**src/design/dst_pkg.sv**
```systemverilog
// Shared types and constants for the descending sorted table.
// Used by dst_cell and descending_sorted_table; depends on nothing else.
package dst_pkg;

    localparam int DEFAULT_DEPTH = 16;
    localparam int VALUE_W       = 32;
    localparam int POS_W         = 8;
    localparam int STATUS_W      = 2;
    localparam int OUT_IDX_W     = 5;
    localparam int OUT_CNT_W     = 5;
    localparam int S_DATA_W      = 48;
    localparam int M_DATA_W      = 16;

    typedef enum logic [1:0] {
        MODE_DELETE = 2'd0,
        MODE_INSERT = 2'd1,
        MODE_FIND   = 2'd2
    } mode_t;

    typedef enum logic [STATUS_W-1:0] {
        ST_DONE     = 2'd0,
        ST_RANGE    = 2'd1,
        ST_FULL     = 2'd2,
        ST_NOTFOUND = 2'd3
    } status_t;

    // Command broadcast to every cell of the chain in the transfer cycle.
    typedef struct packed {
        logic               del_en;
        logic               ins_en;
        logic [VALUE_W-1:0] value;
        logic [POS_W-1:0]   position;
    } cell_cmd_t;

endpackage

```
**src/design/dst_cell.sv**
```systemverilog
// One slot of the sorted chain: holds an entry and shifts with its neighbors.
// Depends on dst_pkg.
module dst_cell #(
    parameter int INDEX = 0
) (
    input  logic                               clk,
    input  dst_pkg::cell_cmd_t                 cmd,
    input  logic                               in_range,
    input  logic                               left_qual,
    input  logic [dst_pkg::VALUE_W-1:0]        left_entry,
    input  logic [dst_pkg::VALUE_W-1:0]        right_entry,
    output logic [dst_pkg::VALUE_W-1:0]        entry,
    output logic                               qual,
    output logic                               hit
);

    localparam logic [dst_pkg::POS_W:0] POS_LIM = (dst_pkg::POS_W+1)'(INDEX + 1);

    logic [dst_pkg::VALUE_W-1:0] entry_reg;
    logic [dst_pkg::VALUE_W-1:0] entry_next;
    logic                        ge;
    logic                        eq;
    logic                        del_shift;

    assign ge        = $signed(cmd.value) >= $signed(entry_reg);
    assign eq        = cmd.value == entry_reg;
    // The new value lands in the first cell whose entry is not larger, or past the end.
    assign qual      = ge || !in_range;
    // Every earlier entry is larger, so this is the first equal entry.
    assign hit       = eq && in_range && !left_qual;
    assign del_shift = {1'b0, cmd.position} <= POS_LIM;
    assign entry     = entry_reg;

    always_comb
    begin
        entry_next = entry_reg;
        if (cmd.del_en && del_shift)
        begin
            entry_next = right_entry;
        end
        else if (cmd.ins_en)
        begin
            if (left_qual)
            begin
                entry_next = left_entry;
            end
            else if (qual)
            begin
                entry_next = cmd.value;
            end
        end
    end

    always_ff @(posedge clk)
    begin
        entry_reg <= entry_next;
    end

endmodule

```
**src/design/descending_sorted_table.sv**
```systemverilog
// Top level of the descending sorted table: stream ports, count and result register.
// Depends on dst_pkg and dst_cell.
//
// The table is a row of TABLE_DEPTH cells, largest entry first. Each transfer carries one
// command (delete at a 1-based position, insert in order, or find a value) and produces
// exactly one result transfer. A command is finished in the cycle it is taken: all cells
// compare against the value at once and shift toward or away from their neighbors, and the
// result goes to an output register, so one command per clock is taken as long as the
// result side keeps up. An insert into a full table is dropped and reported as full.
module descending_sorted_table #(
    parameter int TABLE_DEPTH = dst_pkg::DEFAULT_DEPTH
) (
    input  logic                          clk,
    input  logic                          rst_n,
    input  logic                          s_tvalid,
    output logic                          s_tready,
    // [1:0] mode, [33:2] item_value, [41:34] position, [47:42] zero
    input  logic [dst_pkg::S_DATA_W-1:0]  s_tdata,
    output logic                          m_tvalid,
    input  logic                          m_tready,
    // [1:0] status, [6:2] found_index, [11:7] entry_count, [15:12] zero
    output logic [dst_pkg::M_DATA_W-1:0]  m_tdata
);

    localparam int CNT_W = $clog2(TABLE_DEPTH + 1);
    localparam int IDX_W = $clog2(TABLE_DEPTH);
    localparam int CMP_W = 16;

    logic [1:0]                  mode;
    logic [dst_pkg::VALUE_W-1:0] item_value;
    logic [dst_pkg::POS_W-1:0]   position;
    logic                        take;
    logic                        full;
    logic                        pos_ok;
    dst_pkg::cell_cmd_t          cmd;

    logic [CNT_W-1:0]            count_reg;
    logic [CNT_W-1:0]            count_next;
    logic                        out_valid_reg;
    logic                        out_valid_next;
    dst_pkg::status_t            status_reg;
    dst_pkg::status_t            status_next;
    logic [dst_pkg::OUT_IDX_W-1:0] found_reg;
    logic [dst_pkg::OUT_IDX_W-1:0] found_next;

    logic [dst_pkg::VALUE_W-1:0] entries [TABLE_DEPTH];
    logic [TABLE_DEPTH-1:0]      quals;
    logic [TABLE_DEPTH-1:0]      hits;
    logic [IDX_W-1:0]            hit_idx;

    assign mode       = s_tdata[1:0];
    assign item_value = s_tdata[33:2];
    assign position   = s_tdata[41:34];

    assign s_tready = !out_valid_reg || m_tready;
    assign take     = s_tvalid && s_tready;
    assign full     = CMP_W'(count_reg) >= CMP_W'(TABLE_DEPTH);
    assign pos_ok   = (position != '0) && (CMP_W'(position) <= CMP_W'(count_reg));

    always_comb
    begin
        cmd.del_en   = take && (mode == dst_pkg::MODE_DELETE) && pos_ok;
        cmd.ins_en   = take && (mode == dst_pkg::MODE_INSERT) && !full;
        cmd.value    = item_value;
        cmd.position = position;
    end

    genvar g;
    generate
        for (g = 0; g < TABLE_DEPTH; g++)
        begin : g_cell
            logic                        in_range;
            logic                        left_q;
            logic [dst_pkg::VALUE_W-1:0] left_e;
            logic [dst_pkg::VALUE_W-1:0] right_e;

            assign in_range = CMP_W'(g) < CMP_W'(count_reg);

            if (g == 0)
            begin : g_first
                assign left_q = 1'b0;
                assign left_e = item_value;
            end
            else
            begin : g_mid
                assign left_q = quals[g-1];
                assign left_e = entries[g-1];
            end

            if (g == TABLE_DEPTH - 1)
            begin : g_last
                assign right_e = entries[g];
            end
            else
            begin : g_inner
                assign right_e = entries[g+1];
            end

            dst_cell #(
                .INDEX(g)
            ) u_cell (
                .clk         (clk),
                .cmd         (cmd),
                .in_range    (in_range),
                .left_qual   (left_q),
                .left_entry  (left_e),
                .right_entry (right_e),
                .entry       (entries[g]),
                .qual        (quals[g]),
                .hit         (hits[g])
            );
        end
    endgenerate

    // At most one cell reports a hit, so its index is an OR of the hit cells' indices.
    always_comb
    begin
        hit_idx = '0;
        for (int i = 0; i < TABLE_DEPTH; i++)
        begin
            if (hits[i])
            begin
                hit_idx = hit_idx | IDX_W'(i);
            end
        end
    end

    always_comb
    begin
        count_next  = count_reg;
        status_next = status_reg;
        found_next  = found_reg;
        if (take)
        begin
            status_next = dst_pkg::ST_DONE;
            found_next  = '1;
            unique case (mode)
                dst_pkg::MODE_DELETE:
                begin
                    if (pos_ok)
                    begin
                        count_next = count_reg - 1'b1;
                    end
                    else
                    begin
                        status_next = dst_pkg::ST_RANGE;
                    end
                end
                dst_pkg::MODE_INSERT:
                begin
                    if (full)
                    begin
                        status_next = dst_pkg::ST_FULL;
                    end
                    else
                    begin
                        count_next = count_reg + 1'b1;
                    end
                end
                dst_pkg::MODE_FIND:
                begin
                    if (|hits)
                    begin
                        found_next = dst_pkg::OUT_IDX_W'(hit_idx);
                    end
                    else
                    begin
                        status_next = dst_pkg::ST_NOTFOUND;
                    end
                end
                default:
                begin
                    status_next = dst_pkg::ST_DONE;
                end
            endcase
        end
    end

    assign out_valid_next = take || (out_valid_reg && !m_tready);

    always_ff @(posedge clk or negedge rst_n)
    begin
        if (!rst_n)
        begin
            count_reg     <= '0;
            out_valid_reg <= 1'b0;
        end
        else
        begin
            count_reg     <= count_next;
            out_valid_reg <= out_valid_next;
        end
    end

    always_ff @(posedge clk)
    begin
        status_reg <= status_next;
        found_reg  <= found_next;
    end

    assign m_tvalid = out_valid_reg;
    assign m_tdata  = {4'b0000, dst_pkg::OUT_CNT_W'(count_reg), found_reg, status_reg};

endmodule
```
**config.mk**
```make
export PLATFORM = sky130hd
export DESIGN_NAME = descending_sorted_table
export DESIGN_NICKNAME = d
export VERILOG_FILES = /design/src/design/dst_pkg.sv /design/src/design/dst_cell.sv /design/src/design/descending_sorted_table.sv
export SDC_FILE = /design/constraint.sdc
export NUM_CORES = 2
export LEC_CHECK = 0
export ABC_AREA = 1
export BUFFER_PORTS_ARGS = -buffer_cell sky130_fd_sc_hd__buf_2
export CAP_MARGIN = 10
export CORE_MARGIN = 3
export CORE_UTILIZATION = 53
export CTS_BUF_LIST = sky130_fd_sc_hd__clkbuf_4 sky130_fd_sc_hd__clkbuf_8 sky130_fd_sc_hd__clkbuf_16
export CTS_CLUSTER_SIZE = 24
export DETAILED_ROUTE_END_ITERATION = 8
export PLACE_DENSITY_LB_ADDON = 0.1
export SYNTH_ARGS = -nofsm -noshare
export SYNTH_HDL_FRONTEND = slang
export SYNTH_SLANG_ARGS = --single-unit
```
**constraint.sdc**
```tcl
create_clock -name clk -period 5.5 [get_ports clk]
set_input_delay 0.55 -clock clk [delete_from_list [all_inputs] [get_ports clk]]
set_output_delay 0.55 -clock clk [all_outputs]
set_load 0.005 [all_outputs]
```
# After elaboration in Yosys (flattened, before gate mapping)
# Cells that the tools add are included.
# Widths: inputs -> output; s select.
totals:
  register_bits: 525
  wordCells: 345
  input_bits: 52
  out_inout_bits: 18
op_classes:
  bitwise: 3
  n_eq_ne: 20
  n_mux: 84
  n_addsub: 2
  order_cmp: 50
  n_reduce_logical: 162
op_table:
  columns: ["cell", "count"]
  rows:
  - ["$mux 32", 61]
  - ["$eq 32x32->1", 16]
  - ["$ge 32x32->1", 16]
  - ["$le 8x4->1 const B", 8]
  - ["$logic_and 1x1->1", 54]
  - ["$reduce_bool 3->1", 14]
  - ["$lt 4x5->1 const A", 8]
  - ["$reduce_bool 2->1", 18]
  - ["$logic_not 1->1", 34]
  - ["$le 8x3->1 const B", 4]
  - ["$mux 4", 8]
  - ["$reduce_and 2->1", 15]
  - ["$lt 3x5->1 const A", 4]
  - ["$logic_or 1x1->1", 18]
  - ["$le 8x2->1 const B", 2]
  - ["$reduce_or 16->1", 1]
  - ["$mux 5", 3]
  - ["$mux 3", 4]
  - ["$lt 1x5->1 const A", 2]
  - ["$lt 2x5->1 const A", 2]
  - ["$pmux 5 s2", 1]
  - ["$reduce_or 10->1", 1]
  - ["$le 8x1->1 const B", 1]
  - ["$le 8x5->1", 1]
  - ["other kinds (18)", 25]

# Logic depth before layout (Yosys ltp)
logic_depth:
  ltp_word: 21
  depth_mapped: 22
  mapped_depth_nobuf: 21

# By module
# A second synthesis with hierarchy kept.
unflattened:
  hier_cells: 5871
  hier_area_um2: 43764.5
by_module_without_submodules:
  columns: ["mod", "cells_each", "area_per_inst_um2", "seq_area_each_um2", "instances"]
  rows:
  - ["dst_cell at g_cell[15].u_cell", 368, 2782.7, 960.9, 1]
  - ["dst_cell at g_cell[5].u_cell", 370, 2702.6, 960.9, 1]
  - ["dst_cell at g_cell[3].u_cell", 369, 2693.8, 960.9, 1]
  - ["dst_cell at g_cell[0].u_cell", 362, 2690.1, 960.9, 1]
  - ["dst_cell at g_cell[9].u_cell", 370, 2686.3, 960.9, 1]
  - ["dst_cell at g_cell[13].u_cell", 368, 2681.3, 960.9, 1]
  - ["dst_cell at g_cell[2].u_cell", 363, 2678.8, 960.9, 1]
  - ["dst_cell at g_cell[4].u_cell", 363, 2676.3, 960.9, 1]
  - ["dst_cell at g_cell[11].u_cell", 369, 2675.1, 960.9, 1]
  - ["dst_cell at g_cell[8].u_cell", 363, 2673.8, 960.9, 1]
  - ["dst_cell at g_cell[10].u_cell", 361, 2670.1, 960.9, 1]
  - ["dst_cell at g_cell[12].u_cell", 363, 2667.6, 960.9, 1]
  - ["dst_cell at g_cell[7].u_cell", 364, 2667.6, 960.9, 1]
  - ["dst_cell at g_cell[1].u_cell", 301, 2590.0, 960.9, 1]
  - ["+3 rows", null, null, null, null]

# Least setup slack after synthesis
# No wires, ideal clock.
synth_timing:
  path_kind: "in2reg"
  start: "in s_tdata[2] (netlist bit)"
  end: "reg g_cell[13].u_cell.entry_reg, in the netlist g_cell[13].u_cell.entry[0], enable pin"
  path_slack_ns: 0.961
  path_buffers: 3
  t_required_ns: 5.068
  t_arrival_ns: 4.107
  stages: 19
  path_cell_list: "inv_1 > clkbuf_1 > ha_1 > inv_1 > nand2_1 > nand2_1 > nand2_1 > nand2_1 > nand2_1 > nand2_1 > nand2_1 > nand2_1 > nand2_1 > nand3_1 > nand3_1 > buf_2 > buf_2 > nor3b_1 > a21oi_1"
synth_via:
  elab_chain_len: 4
synth_rtl:
  columns: ["item", "line", "rtl"]
  rows:
  - ["start: declaration", "descending_sorted_table.sv:18", "input logic [dst_pkg::S_DATA_W-1:0] s_tdata,"]
  - ["$ge 32x32->1", "dst_cell.sv:25", "assign ge = $signed(cmd.value) >= $signed(entry_reg);"]
  - ["$logic_or 1x1->1", "dst_cell.sv:28", "assign qual = ge || !in_range;"]
  - ["$reduce_bool 3->1 (no source line) (*)", null, null]
  - ["$reduce_and 2->1 (no source line) (*)", null, null]
  - ["end signal: assignment", "dst_cell.sv:56", "entry_reg <= entry_next;"]
  - ["end: declaration", "dst_cell.sv:19", "logic [dst_pkg::VALUE_W-1:0] entry_reg;"]
# Every way passes the cells marked *; elsewhere a longest branch is shown, timed or not.
# A chain may end at the register's enable or synchronous reset.

# Final worst setup path
layout_timing:
  start: "reg count_reg[1]"
  end: "reg g_cell[1].u_cell.entry_reg, in the netlist g_cell[1].u_cell.entry[15], enable pin"
layout_via:
  elab_chain_len: 6
layout_rtl:
  columns: ["item", "line", "rtl"]
  rows:
  - ["start: declaration", "descending_sorted_table.sv:37", "logic [CNT_W-1:0] count_reg;"]
  - ["start signal: assignment", "descending_sorted_table.sv:190", "count_reg <= count_next;"]
  - ["$le 8x5->1", "descending_sorted_table.sv:58", "assign pos_ok = (position != '0) && (CMP_W'(position) <= CMP_W'(count_reg));"]
  - ["$logic_and 1x1->1", "descending_sorted_table.sv:58", null]
  - ["$logic_and 1x1->1", "descending_sorted_table.sv:62", "cmd.del_en = take && (mode == dst_pkg::MODE_DELETE) && pos_ok;"]
  - ["$logic_and 1x1->1", "dst_cell.sv:37", "if (cmd.del_en && del_shift)"]
  - ["$reduce_bool 3->1 (no source line) or $reduce_bool 2->1 (tied branches)", null, null]
  - ["$reduce_and 2->1 (no source line) (*)", null, null]
  - ["end signal: assignment", "dst_cell.sv:56", null]
  - ["end: declaration", "dst_cell.sv:19", null]
# Marked as above.

==> results.json <==
{
  "period_share": 0.806,
  "largest_reg_flops": 512,
  "p_int_mw": 9.54,
  "viasPerCell": 5.93,
  "portBuffers": 59,
  "grt-ovfl-total": 0,
  "startpoint_type": "register",
  "synth_ff_type": "edfxtp_1",
  "swShare": 0.371,
  "async_reset_ff_frac": 0.0114,
  "fin_util": 0.587,
  "critPathMaxStageDelay_ns": 0.63,
  "tightest_slew_ns": 1.02,
  "synth_mux_area_frac": 0.00114,
  "htree_num_levels": 3,
  "power.switching_mw": 5.64,
  "drt-initial-drc-count": 4364,
  "combPwrFrac": 0.347,
  "multiInputGateArea_mm2": 0.0205,
  "tns_ns": 0,
  "synth_edf_count": 519,
  "grt_max_degree": 65,
  "rrSetupSlack_ns": 1.07,
  "total_leakage_power_nw": 19.9,
  "synth_top_cell_by_area": "edfxtp_1",
  "die_area_mm2": 0.0781,
  "netlist_instances": 4880,
  "critical-path-slowest-cell": "dfrtp_1",
  "crit_type": "register to register",
  "yosysSeqAreaShare": 0.397,
  "track_usage": 0.328,
  "synth_top_family_by_area": "compound AO/OA/AOI/OAI gates",
  "worstPathArrival_ns": 4.74,
  "slew_headroom": 0.310,
  "powerDensity_mw_per_mm2": 352,
  "path_clk_slew_ns": 0.06,
  "vias": 34791,
  "final_cell_mix": "nand2_1 (1079), inv_1 (678), o21ai_0 (618)",
  "drcViolationCount": 0,
  "hold_viol_final": 0,
  "synth_compound_gate_area_share": 0.193,
  "final.setup_skew_ns": 0.0296,
  "drive_gt1_frac": 0.0602,
  "irDropWorstVdd_v": 0.000260,
  "endpoint_kind": "register",
  "grt_pass1_vias": 31308,
  "ys_ff_latch": 525,
  "fill_cells": 6671,
  "crit_chain": "inv_1 -> ha_1 -> a21oi_1 -> nor2_1 -> nor2_1 -> o21ai_0 -> o21ai_0 -> nand2_1 -> inv_2 -> nand2_2 -> inv_2 -> nand4_1 -> buf_4 -> a21oi_4 -> buf_12",
  "cts_root_buf": "clkbuf_16",
  "required_ns": 5.81,
  "cts_sinks": 525,
  "finalPower_mw": 15.2,
  "start_util": 0.539,
  "layout.nets": 5430,
  "status": "finished, final reports clean",
  "cts_resized": 0,
  "grt_pass1_wl_um": 194000,
  "cts_tree": "done",
  "yosys.area_share.simple": 0.152,
  "fmax_mhz": 226,
  "seq_power_share": 0.358,
  "yosys.area.top_type_share": 0.393,
  "area.sequential_mm2": 0.0157,
  "core_mm2": 0.0735,
  "clk-insertion-delay-late_ns": 0.62,
  "place_congestion": 0.972,
  "drt.antenna.violating_nets": 0,
  "syn-cell-area_mm2": 0.0396,
  "synth-xor-area-share": 0.00111,
  "hp-class": "input pin to register",
  "wl_per_cell_um": 22.3,
  "fin_crit_ns": 4.43,
  "cts_made_buffers": 66,
  "die_h_um": 279,
  "synth.avg_cell_area_um2": 8.12,
  "synth_warnings": 0,
  "drtPass1Iterations": 6,
  "setup_viol": 0,
  "cp_max_fo": 31,
  "rsz0062_at_grt": "no",
  "totalWireLength_um": 131000,
  "final_common_cell": "nand2_1",
  "synthToLayoutAreaGrowth_pct": 8.87,
  "synth_area_leaders": "edfxtp_1 (39%), ha_1 (16%), nand2_1 (10%), o21ai_0 (7.8%), inv_1 (6.4%)",
  "ios": 70,
  "critPathBufInv": 5,
  "synthAdderAreaFrac": 0.164,
  "rows": 99,
  "clkPwrFrac": 0.295,
  "drv_slew": 0,
  "dieWidth_um": 279,
  "synth_cell_types": 43,
  "drv_cap": 0,
  "dp_hpwl_um": 96600,
  "antenna_found_initial": 4,
  "clock_path_buffers": 3,
  "critical-path-top-delay-family": "buffers and inverters"
}
## cells in the mapped netlist, types with 2 or more instances
library cell and instances:
a21oi_1 473, nand2_1 1080, a21o_1 9, nand3_1 60, nor2_1 278, o22ai_1 14, xor2_1 5, clkbuf_1 138
dfrtp_1 6, nor3_1 16, nor4_2 6, buf_4 14, o211ai_1 150, o21a_1 36, o21ai_0 619, a31oi_1 3
edfxtp_1 519, buf_1 15, mux2_2 4, nand2_2 3, a211oi_1 58, buf_2 68, nor3b_1 3, nand4_1 57
inv_1 678, ha_1 520, nor4_1 2, o21ai_1 25, o21bai_1 2, inv_2 6
## area by class of cell
type                    instances  area share
multi-input cells            3438       0.475
flip-flops and latches        525       0.365
inverters                     684      0.0595
clock buffers                  87      0.0440
well taps                     959      0.0278
repair buffers                143      0.0224
clock inverters                27     0.00644
diodes                          3    0.000174
## power by group through the flow
stage | combinational [mW] | clock (mW) | sequential, mW
global route | 5.91 | 4.67 | 5.46
CTS | 5.12 | 4.51 | 5.42
finish | 5.27 | 4.48 | 5.44
detailed placement | 5.09 | 0 | 5.50
floorplan | 3.66 | 0 | 5.41
global placement | 4.95 | 0 | 5.48
## metrics by stage
step,cells,instance area [um^2],setup WS [ns],hold slack (ns)
after global routing,5864,43100,0.905,0.167
after detailed placement,5748,40900,1.06,0.393
final,5866,43100,1.07,0.162
after CTS,5863,43100,1.34,0.134
after global placement,5748,40900,1.05,0.391
after floorplan,4883,39600,0.961,0.254
## what timing repair did
action | 4_1_cts | 5_1_grt
endpoints found under the hold margin | 6 | 0
setup buffers | 0 | 0
hold buffers | 1 | 0
endpoints found under the setup margin | 0 | 0
## path summary, 6_finish.rpt
kind,start,endpoint,cells after the start
setup / recovery,count_reg[1]$_DFFE_PN0P_,g_cell[1].u_cell.entry[15]$_DFFE_PP_,15
setup reg to reg,count_reg[1]$_DFFE_PN0P_,g_cell[1].u_cell.entry[15]$_DFFE_PP_,15
hold reg to reg,m_tvalid$_DFF_PN0_,m_tvalid$_DFF_PN0_,2
max in group asynchronous,rst_n,m_tvalid$_DFF_PN0_,2
hold / removal,s_tvalid,m_tvalid$_DFF_PN0_,3
min in group asynchronous,rst_n,count_reg[3]$_DFFE_PN0P_,2
## worst reg2reg max path: cells and delay by family, from the launching register on
kind,cells,cell delay (ns)
buffers and inverters,5,1.29
adders and majority gates,1,0.37
and+or+nand+nor,5,0.93
AOI/OAI and AO/OA,4,0.93
DFF,1,0.63
## routing by layer
metal,track usage,vias up,part of all wire
met5,0,-,0.000076
met4,0.0855,2,0.024
met3,0.0700,185,0.12
met2,0.452,1853,0.40
met1,0.517,16070,0.46
li1,-,16681,-
## logic make-up after synthesis
group	Yosys count
adder cells (fa/ha/maj)	520
multiplexers	4
XOR/XNOR	5
other	1
flip-flops	525
AND/OR/NAND/NOR	1511
buffers and inverters	920
AO/OA/AOI/OAI	1394
Power figures use the tool's default switching activity.
